File: src/rtl/rpn_pkg.sv
// ============================================================================
// rpn_pkg: shared types and constants of the RMS power normalizer
// Transaction structs, status codes, sequencer states and step-unit types.
// ============================================================================
package rpn_pkg;

    localparam int SAMPLE_W        = 16;
    localparam int MAG_W           = SAMPLE_W + 1;
    localparam int SQ_W            = 2 * SAMPLE_W - 1;
    localparam int SUM_W           = 51;
    localparam int MAX_REF_SAMPLES = 1048576;
    localparam int CNT_W           = $clog2(MAX_REF_SAMPLES + 1);
    localparam int RMS_W           = 16;
    localparam int OUT_W           = 16;
    localparam int FRAC_SHIFT      = 12;
    localparam int REM_W           = CNT_W + 1;
    localparam int QUOT_W          = 2 * RMS_W;
    localparam int ITER_W          = $clog2(QUOT_W);
    // Mean square is (sum << 2) / count; bits at and above 2^32 of the dividend
    localparam int MEAN_HI_LSB     = QUOT_W - 2;

    localparam logic [1:0] STATUS_OK    = 2'd0;
    localparam logic [1:0] STATUS_SAT   = 2'd1;
    localparam logic [1:0] STATUS_NOREF = 2'd2;

    localparam logic ACTION_REFERENCE = 1'b0;
    localparam logic ACTION_NORMALIZE = 1'b1;

    typedef struct packed {
        logic                       action;
        logic signed [SAMPLE_W-1:0] sample;
        logic                       last_reference;
    } in_item_t;

    typedef struct packed {
        logic signed [OUT_W-1:0] normalized;
        logic [1:0]              status;
    } out_item_t;

    typedef enum logic [9:0] {
        ST_IDLE   = 10'b00_0000_0001,
        ST_SQUARE = 10'b00_0000_0010,
        ST_ACCUM  = 10'b00_0000_0100,
        ST_FINISH = 10'b00_0000_1000,
        ST_RDIV   = 10'b00_0001_0000,
        ST_SQRT   = 10'b00_0010_0000,
        ST_NCHK   = 10'b00_0100_0000,
        ST_NDIV   = 10'b00_1000_0000,
        ST_NFIN   = 10'b01_0000_0000,
        ST_EMIT   = 10'b10_0000_0000
    } state_t;

    typedef enum logic {
        STEP_DIV  = 1'b0,
        STEP_SQRT = 1'b1
    } step_mode_t;

    typedef struct packed {
        step_mode_t       mode;
        logic [REM_W-1:0] rem;
        logic [1:0]       bits;
        logic [CNT_W-1:0] divisor;
        logic [RMS_W-1:0] root;
    } step_in_t;

    typedef struct packed {
        logic [REM_W-1:0] rem;
        logic             ge;
    } step_out_t;

endpackage

File: src/rtl/rpn_step_unit.sv
// ============================================================================
// rpn_step_unit: shared compare-subtract step
// One restoring division step or one digit-by-digit square root step.
// ============================================================================
module rpn_step_unit (
    input  rpn_pkg::step_in_t  step_in,
    output rpn_pkg::step_out_t step_out
);

    logic [rpn_pkg::REM_W-1:0] shifted;
    logic [rpn_pkg::REM_W-1:0] trial;

    // Shift in the next dividend bit or radicand bit pair and form the trial term
    always_comb begin
        if (step_in.mode == rpn_pkg::STEP_SQRT) begin
            shifted = {step_in.rem[rpn_pkg::REM_W-3:0], step_in.bits};
            trial   = rpn_pkg::REM_W'({step_in.root, 2'b01});
        end else begin
            shifted = {step_in.rem[rpn_pkg::REM_W-2:0], step_in.bits[1]};
            trial   = rpn_pkg::REM_W'(step_in.divisor);
        end
    end

    // Subtract when the trial term fits
    always_comb begin
        step_out.ge  = (shifted >= trial);
        step_out.rem = step_out.ge ? (shifted - trial) : shifted;
    end

endmodule

File: src/rtl/rpn_core.sv
// ============================================================================
// rpn_core: sequencer and state of the RMS power normalizer
// Accumulates reference power, derives the RMS and divides target samples,
// driving the shared step unit one bit per cycle.
// ============================================================================
module rpn_core (
    input  logic               aclk,
    input  logic               aresetn,
    input  logic               s_valid,
    output logic               s_ready,
    input  rpn_pkg::in_item_t  s_item,
    output logic               res_valid,
    output rpn_pkg::out_item_t res_item,
    input  logic               res_take
);

    rpn_pkg::state_t state_reg, state_next;

    logic [rpn_pkg::SUM_W-1:0]  sum_reg, sum_next;
    logic [rpn_pkg::CNT_W-1:0]  count_reg, count_next;
    logic [rpn_pkg::RMS_W-1:0]  rms_reg, rms_next;
    logic                       ref_done_reg, ref_done_next;

    logic [rpn_pkg::MAG_W-1:0]  mag_reg, mag_next;
    logic                       sign_reg, sign_next;
    logic                       last_reg, last_next;
    logic [rpn_pkg::SQ_W-1:0]   sq_reg, sq_next;
    logic [rpn_pkg::REM_W-1:0]  rem_reg, rem_next;
    logic [rpn_pkg::QUOT_W-1:0] quot_reg, quot_next;
    logic [rpn_pkg::RMS_W-1:0]  root_reg, root_next;
    logic [rpn_pkg::ITER_W-1:0] iter_reg, iter_next;
    rpn_pkg::out_item_t         res_reg, res_next;

    logic signed [rpn_pkg::MAG_W-1:0] sample_ext;
    logic [rpn_pkg::MAG_W-1:0]        mag_in;
    logic [2*rpn_pkg::MAG_W-1:0]      sq_full;
    logic [rpn_pkg::SUM_W:0]          sum_add;
    logic [rpn_pkg::RMS_W-1:0]        quot_lo;
    rpn_pkg::step_in_t                step_in;
    rpn_pkg::step_out_t               step_out;

    // Magnitude of the incoming sample
    always_comb begin
        sample_ext = rpn_pkg::MAG_W'(s_item.sample);
        mag_in     = sample_ext[rpn_pkg::MAG_W-1] ? (~sample_ext + 1'b1) : sample_ext;
    end

    assign sq_full = mag_reg * mag_reg;
    assign sum_add = {1'b0, sum_reg} + (rpn_pkg::SUM_W + 1)'(sq_reg);
    assign quot_lo = quot_reg[rpn_pkg::RMS_W-1:0];

    // Feed the shared step unit
    always_comb begin
        step_in.mode    = (state_reg == rpn_pkg::ST_SQRT) ? rpn_pkg::STEP_SQRT
                                                          : rpn_pkg::STEP_DIV;
        step_in.rem     = rem_reg;
        step_in.bits    = quot_reg[rpn_pkg::QUOT_W-1 -: 2];
        step_in.divisor = (state_reg == rpn_pkg::ST_RDIV) ? count_reg
                                                          : rpn_pkg::CNT_W'(rms_reg);
        step_in.root    = root_reg;
    end

    rpn_step_unit u_step (
        .step_in  (step_in),
        .step_out (step_out)
    );

    assign s_ready   = (state_reg == rpn_pkg::ST_IDLE);
    assign res_valid = (state_reg == rpn_pkg::ST_EMIT);
    assign res_item  = res_reg;

    // Sequencer
    always_comb begin
        state_next    = state_reg;
        sum_next      = sum_reg;
        count_next    = count_reg;
        rms_next      = rms_reg;
        ref_done_next = ref_done_reg;
        mag_next      = mag_reg;
        sign_next     = sign_reg;
        last_next     = last_reg;
        sq_next       = sq_reg;
        rem_next      = rem_reg;
        quot_next     = quot_reg;
        root_next     = root_reg;
        iter_next     = iter_reg;
        res_next      = res_reg;

        unique case (state_reg)
            rpn_pkg::ST_IDLE: begin
                if (s_valid) begin
                    mag_next  = mag_in;
                    sign_next = s_item.sample[rpn_pkg::SAMPLE_W-1];
                    last_next = s_item.last_reference;
                    if (s_item.action == rpn_pkg::ACTION_REFERENCE) begin
                        // Start a new set after a finished one
                        if (ref_done_reg) begin
                            sum_next      = '0;
                            count_next    = '0;
                            ref_done_next = 1'b0;
                        end
                        state_next = rpn_pkg::ST_SQUARE;
                    end else if (!ref_done_reg || (rms_reg == '0)) begin
                        res_next.normalized = '0;
                        res_next.status     = rpn_pkg::STATUS_NOREF;
                        state_next          = rpn_pkg::ST_EMIT;
                    end else begin
                        state_next = rpn_pkg::ST_NCHK;
                    end
                end
            end
            rpn_pkg::ST_SQUARE: begin
                sq_next    = sq_full[rpn_pkg::SQ_W-1:0];
                state_next = rpn_pkg::ST_ACCUM;
            end
            rpn_pkg::ST_ACCUM: begin
                // Add with saturation while the set has room
                if (count_reg < rpn_pkg::CNT_W'(rpn_pkg::MAX_REF_SAMPLES)) begin
                    sum_next   = sum_add[rpn_pkg::SUM_W] ? '1 : sum_add[rpn_pkg::SUM_W-1:0];
                    count_next = count_reg + 1'b1;
                end
                state_next = last_reg ? rpn_pkg::ST_FINISH : rpn_pkg::ST_IDLE;
            end
            rpn_pkg::ST_FINISH: begin
                ref_done_next = 1'b1;
                if (count_reg == '0) begin
                    rms_next   = '0;
                    state_next = rpn_pkg::ST_IDLE;
                end else if (sum_reg[rpn_pkg::SUM_W-1:rpn_pkg::MEAN_HI_LSB] >= count_reg) begin
                    // Mean square at or above 2^32: RMS clamps to full scale
                    rms_next   = '1;
                    state_next = rpn_pkg::ST_IDLE;
                end else begin
                    rem_next   = rpn_pkg::REM_W'(sum_reg[rpn_pkg::SUM_W-1:rpn_pkg::MEAN_HI_LSB]);
                    quot_next  = {sum_reg[rpn_pkg::MEAN_HI_LSB-1:0], 2'b00};
                    iter_next  = '1;
                    state_next = rpn_pkg::ST_RDIV;
                end
            end
            rpn_pkg::ST_RDIV: begin
                rem_next  = step_out.rem;
                quot_next = {quot_reg[rpn_pkg::QUOT_W-2:0], step_out.ge};
                iter_next = iter_reg - 1'b1;
                if (iter_reg == '0) begin
                    rem_next   = '0;
                    root_next  = '0;
                    iter_next  = rpn_pkg::ITER_W'(rpn_pkg::RMS_W - 1);
                    state_next = rpn_pkg::ST_SQRT;
                end
            end
            rpn_pkg::ST_SQRT: begin
                rem_next  = step_out.rem;
                root_next = {root_reg[rpn_pkg::RMS_W-2:0], step_out.ge};
                quot_next = {quot_reg[rpn_pkg::QUOT_W-3:0], 2'b00};
                iter_next = iter_reg - 1'b1;
                if (iter_reg == '0) begin
                    rms_next   = {root_reg[rpn_pkg::RMS_W-2:0], step_out.ge};
                    state_next = rpn_pkg::ST_IDLE;
                end
            end
            rpn_pkg::ST_NCHK: begin
                // Quotient of 2^16 or more always saturates
                if ((rpn_pkg::MAG_W + 3)'(mag_reg) >= {rms_reg, 4'b0000}) begin
                    res_next.normalized = sign_reg ? {1'b1, {(rpn_pkg::OUT_W-1){1'b0}}}
                                                   : {1'b0, {(rpn_pkg::OUT_W-1){1'b1}}};
                    res_next.status     = rpn_pkg::STATUS_SAT;
                    state_next          = rpn_pkg::ST_EMIT;
                end else begin
                    rem_next   = rpn_pkg::REM_W'(mag_reg >> 4);
                    quot_next  = {mag_reg[3:0], {rpn_pkg::FRAC_SHIFT{1'b0}},
                                  {rpn_pkg::RMS_W{1'b0}}};
                    iter_next  = rpn_pkg::ITER_W'(rpn_pkg::RMS_W - 1);
                    state_next = rpn_pkg::ST_NDIV;
                end
            end
            rpn_pkg::ST_NDIV: begin
                rem_next  = step_out.rem;
                quot_next = {quot_reg[rpn_pkg::QUOT_W-2:0], step_out.ge};
                iter_next = iter_reg - 1'b1;
                if (iter_reg == '0) begin
                    state_next = rpn_pkg::ST_NFIN;
                end
            end
            rpn_pkg::ST_NFIN: begin
                // Apply sign and clamp to Q3.12 range
                res_next.status = rpn_pkg::STATUS_OK;
                if (sign_reg) begin
                    if (quot_lo > 16'h8000) begin
                        res_next.normalized = 16'sh8000;
                        res_next.status     = rpn_pkg::STATUS_SAT;
                    end else begin
                        res_next.normalized = ~quot_lo + 1'b1;
                    end
                end else begin
                    if (quot_lo > 16'h7FFF) begin
                        res_next.normalized = 16'sh7FFF;
                        res_next.status     = rpn_pkg::STATUS_SAT;
                    end else begin
                        res_next.normalized = quot_lo;
                    end
                end
                state_next = rpn_pkg::ST_EMIT;
            end
            rpn_pkg::ST_EMIT: begin
                if (res_take) begin
                    state_next = rpn_pkg::ST_IDLE;
                end
            end
            default: begin
                state_next = rpn_pkg::ST_IDLE;
            end
        endcase
    end

    // Control and model state
    always_ff @(posedge aclk) begin
        if (!aresetn) begin
            state_reg    <= rpn_pkg::ST_IDLE;
            sum_reg      <= '0;
            count_reg    <= '0;
            rms_reg      <= '0;
            ref_done_reg <= 1'b0;
        end else begin
            state_reg    <= state_next;
            sum_reg      <= sum_next;
            count_reg    <= count_next;
            rms_reg      <= rms_next;
            ref_done_reg <= ref_done_next;
        end
    end

    // Working registers
    always_ff @(posedge aclk) begin
        mag_reg  <= mag_next;
        sign_reg <= sign_next;
        last_reg <= last_next;
        sq_reg   <= sq_next;
        rem_reg  <= rem_next;
        quot_reg <= quot_next;
        root_reg <= root_next;
        iter_reg <= iter_next;
        res_reg  <= res_next;
    end

endmodule

File: src/rtl/rms_power_normalizer.sv
// ============================================================================
// rms_power_normalizer: top level of the RMS power normalizer
// Normalizes target samples by the RMS of a loaded reference set.
// ============================================================================
// Usage:
//   s_ channel: one transaction per sample. action 0 loads a reference sample,
//   last_reference marks the end of the set; action 1 normalizes a target.
//   m_ channel: one transaction per normalize item (normalized Q3.12, status);
//   reference items give none.
// Sequence:
//   A reference sample is squared and accumulated before s_ready returns.
//   A last reference adds a finishing step, plus the division and square root
//   steps when the mean square stays below full scale.
//   A normalize item runs a range check, 16 division steps and a sign and
//   clamp step; with no reference power it goes straight to its result, and
//   a quotient far out of range ends at the range check. The shared
//   compare-subtract step unit delivers one quotient or root bit per cycle.
// Reset:
//   aresetn low clears the accumulated power, the count and the RMS, so
//   normalize items report no reference power until a set is finished.
// Stall:
//   A result waits in the output register while m_ready is low; the core may
//   take and process the next item, then holds its own result until the
//   output register frees.
// ============================================================================
module rms_power_normalizer (
    input  logic               aclk,
    input  logic               aresetn,
    input  logic               s_valid,
    output logic               s_ready,
    input  rpn_pkg::in_item_t  s_item,
    output logic               m_valid,
    input  logic               m_ready,
    output rpn_pkg::out_item_t m_item
);

    logic               res_valid;
    logic               res_take;
    rpn_pkg::out_item_t res_item;
    logic               m_valid_reg, m_valid_next;
    rpn_pkg::out_item_t m_item_reg, m_item_next;

    rpn_core u_core (
        .aclk      (aclk),
        .aresetn   (aresetn),
        .s_valid   (s_valid),
        .s_ready   (s_ready),
        .s_item    (s_item),
        .res_valid (res_valid),
        .res_item  (res_item),
        .res_take  (res_take)
    );

    // Load the output register when it is empty or being drained
    assign res_take = !m_valid_reg || m_ready;

    always_comb begin
        m_valid_next = m_valid_reg;
        m_item_next  = m_item_reg;
        if (res_take) begin
            m_valid_next = res_valid;
            if (res_valid) begin
                m_item_next = res_item;
            end
        end
    end

    always_ff @(posedge aclk) begin
        if (!aresetn) begin
            m_valid_reg <= 1'b0;
        end else begin
            m_valid_reg <= m_valid_next;
        end
    end

    always_ff @(posedge aclk) begin
        m_item_reg <= m_item_next;
    end

    assign m_valid = m_valid_reg;
    assign m_item  = m_item_reg;

endmodule

File: config.mk
export PLATFORM = sky130hd
export DESIGN_NAME = rms_power_normalizer
export DESIGN_NICKNAME = d
export VERILOG_FILES = /design/src/rtl/rpn_pkg.sv /design/src/rtl/rpn_step_unit.sv /design/src/rtl/rpn_core.sv /design/src/rtl/rms_power_normalizer.sv
export SDC_FILE = /design/constraint.sdc
export NUM_CORES = 1
export LEC_CHECK = 0
export CORE_MARGIN = 10
export CORE_UTILIZATION = 40
export DETAILED_ROUTE_END_ITERATION = 7
export DONT_BUFFER_PORTS = 1
export GPL_TIMING_DRIVEN = 0
export PLACE_DENSITY = 0.55
export SLEW_MARGIN = 10
export SYNTH_ARGS = -nofsm -noshare
export SYNTH_HDL_FRONTEND = slang
export SYNTH_SLANG_ARGS = --single-unit
File: constraint.sdc
create_clock -name aclk -period 10.36 [get_ports aclk]
set_clock_uncertainty 0.1 [all_clocks]
set_input_delay 2.072 -clock aclk [delete_from_list [all_inputs] [get_ports aclk]]
set_output_delay 2.072 -clock aclk [all_outputs]
set_load 0.005 [all_outputs]
==> qor.yml <==
routing:
  post_drt_wl_per_cell_um: 20.0
  ant_nets: 0
  dr.pass1.iters: 7
  vias: 18800
  drc_errors: 0
  routed_via_density: 5.54
  initialDrtViolationCount: 1381
  routed_wl_mm: 67.9
synthesis:
  synth_top_area_share_pct: 20.5
  synth_area_leader_cell: "edfxtp_1"
  syn-instance-count: 2564
  synth-edff-count: 159
  ys_top_cells_by_area: "edfxtp_1 20%, fa_1 17%, ha_1 10%, dfxtp_1 8.6%, inv_1 6.0%"
  async_flop_share_pct: 0
  syn_nets: 2966
  ys_dominant_reg_cell: "edfxtp_1"
  avgSynthCellArea_um2: 9.09
  seq_area_frac_synth_pct: 29.1
  synth_most_common_cell: "inv_1"
  ys_top_cells_by_count: "371 x inv_1, 316 x nand2_1, 193 x fa_1"
  synth.distinct_cells: 82
  ys_seq_elements: 259
  synth_area_um2: 23300
  ys_warn_count: 0
placed_design:
  dp_cells: 3336
  gpl.final_weighted_congestion: 0.930
  placement.io_buffers: 0
  pre_cts_slack_ns: 2.34
  placed_area_um2: 24300
  post-dp-hpwl_mm: 54.0
global_routing:
  antenna_found_initial: 2
  grt_pass1_wl_mm: 106
  busiest_layer: "met2"
  grt_usage_pct: 19.7
  met1_usage_pct: 27.8
  overflow: 0
  grt_pass1_vias: 18800
  grt_max_degree: 31
  grtUsageMet2_pct: 31.6
  use_met3_pct: 2.45
power_and_ir_drop:
  power.density_nw_per_um2: 395
  swShare_pct: 47.2
  clockPowerShare_pct: 11.4
  seqPwrFrac_pct: 15.5
  power_mw: 10.0
  p_int_mw: 5.29
  switchingPower_mw: 4.74
  ir_drop_uv: 545
  p_leak_nw: 11.0
  power_frac_comb_pct: 73.0
sta:
  fmax_ghz: 0.124
  final_max_slew_viol_count: 0
  period_needed_ns: 8.04
  layout_setup_ws_ns: 2.32
  grt_setup_unrepaired: "no"
  slew_headroom_pct: 20.4
  min_period_over_period_pct: 77.6
  hold_viol: 0
  setup_viol_count_final: 0
  hold_slack_ns: 0.317
  tns_ns: 0
  tightest_slew_ns: 1.19
run:
  maxCapViolCount: 0
layout:
  largest_reg_flops: 51
  finish.utilization_pct: 44.0
  area_growth_pct: 9.07
  final_layout_size_suffix_gt1_share_pct: 4.30
  design.final.nets: 3006
  antenna_cells: 0
  final_cells: 3394
  postLayoutCellArea_um2: 25400
critical_path:
  path_buf_inv: 6
  crit_slowest_cell: "edfxtp_1"
  arrival_ns: 8.27
  cpMostUsedCell: "fa_1"
  worstSetupPathType: "reg -> reg"
  r2r_start: "u_core.mag_reg[5]"
  crit_path_end: "u_core.sq_reg[29]"
  cpLargestDelayFamily: "adder cells"
  slowest_delay_ns: 0.68
  worstPathMaxFanout: 10
  crit_path_start_kind: "flop"
  rr_endpoint: "u_core.sq_reg[29]"
  rr_worst_depth: 22
  crit_chain: "clkbuf_1, clkbuf_1, nand2_1, fa_1, inv_1, fa_1, fa_1, fa_1, fa_1, inv_1, fa_1, inv_1, ha_1, clkbuf_1, nand4_1, or3_1, nand3b_1, a311oi_1, o21a_1, o31ai_1, mux2i_1, nand3_1"
  worst-path-stages: 22
  cp_data_required_time_ns: 10.59
  regToRegSetupSlack_ns: 2.32
  cp-end-kind: "flop"
  cp-startpoint: "u_core.mag_reg[5]"
clocking:
  cts_tree: "built"
  cts-root-buf: "clkbuf_16"
  cts_made_buffers: 31
  clk_pin_slew_ns: 0.06
  cts_setup_buffers: 0
  clock_path_buffers: 3
  cts_hold_buf: 0
  clkLatencyLatePin_ns: 0.60
  clock_sinks: 259
  cts_resized: 0
  htreeDepth: 1
worst_hold_path:
  hold_path_class: "reg -> reg"
floorplanning:
  die_w_um: 261
  start_util_pct: 40.4
  dieArea_um2: 68300
  io_pins: 42
  die_h_um: 261
  fp.coreArea_um2: 57700
  rows: 88
status:
  outcome: "finished, final reports clean"
[area by class of cell]
type	instances	area [um^2]
Clock inverter	16	178
Tap cell	765	957
Inverter	371	1390
Sequential cell	259	6780
Multi-Input combinational cell	1832	14800
Fill cell	5674	32300
Clock buffer	42	888
Buffer	102	403
Timing Repair Buffer	7	60.1
[placed cells by master (no fill, tap or decap), types with 10 or more instances in the layout]
master,Yosys,layout
o22ai_1,11,11
a21oi_1,139,139
o21ai_0,139,139
xor2_1,23,23
fa_1,193,193
nor3_1,51,50
o31ai_1,16,16
and3_1,17,17
nand4b_1,10,10
clkbuf_16,0,32
nor4_1,16,15
a222oi_1,27,27
nand4_1,23,23
a21o_1,41,41
and2_1,79,79
dfxtp_1,100,100
o21a_1,12,12
nor2b_1,16,15
clkbuf_1,91,96
inv_1,371,371
mux2i_1,17,17
edfxtp_1,159,159
a31oi_1,25,25
nand3_1,45,45
or3_1,12,12
ha_1,187,187
o211ai_1,11,11
a211oi_1,15,15
xnor2_1,87,87
nand2_1,316,316
o221a_2,16,16
nor2_1,130,130
nand2b_1,19,19
[worst min path at each step]
| stage | start | end | slack (ns) | cells past startpoint |
|---|---|---|---|---|
| floorplan | u_core.res_item[0] | m_item[0] | 0.30 | 0 |
| global placement | u_core.res_item[1] | m_item[1] | 0.30 | 0 |
| detailed placement | u_core.res_item[10] | m_item[10] | 0.30 | 0 |
| CTS | u_core.res_item[10] | m_item[10] | 0.32 | 0 |
| global route | u_core.res_item[10] | m_item[10] | 0.34 | 0 |
| finish | u_core.res_item[10] | m_item[10] | 0.32 | 0 |
[power groups by stage]
stage          clock, mW  combinational [mW]  sequential [mW]
2_1_floorplan          0                5.75             1.55
3_3_place_gp           0                7.20             1.58
3_5_place_dp           0                7.30             1.58
4_1_cts             1.17                7.36             1.56
5_1_grt             1.21                8.41             1.56
6_report            1.15                7.32             1.56
[layer usage]
layer | share of wire (%) | wire length (um)
met1 | 47 | 31600
met2 | 45 | 30300
met3 | 6.3 | 4290
met4 | 2.5 | 1720
met5 | 0.019 | 13
[logic make-up (layout without fill, tap and decap cells)]
group                    count (synthesis)  in the layout  share of synthesized area [%]
multiplexers                            19             19                          0.827
XOR/XNOR                               110            110                           4.14
AND/OR/NAND/NOR                        776            776                           16.1
adder cells (fa/ha/maj)                380            380                           26.6
AO/OA/AOI/OAI                          546            546                           15.5
flip-flops                             259            259                           29.1
other                                    1              1                         0.0161
buffers and inverters                  473            538                           7.71
Note: power is estimated with default switching activity, not from simulation.
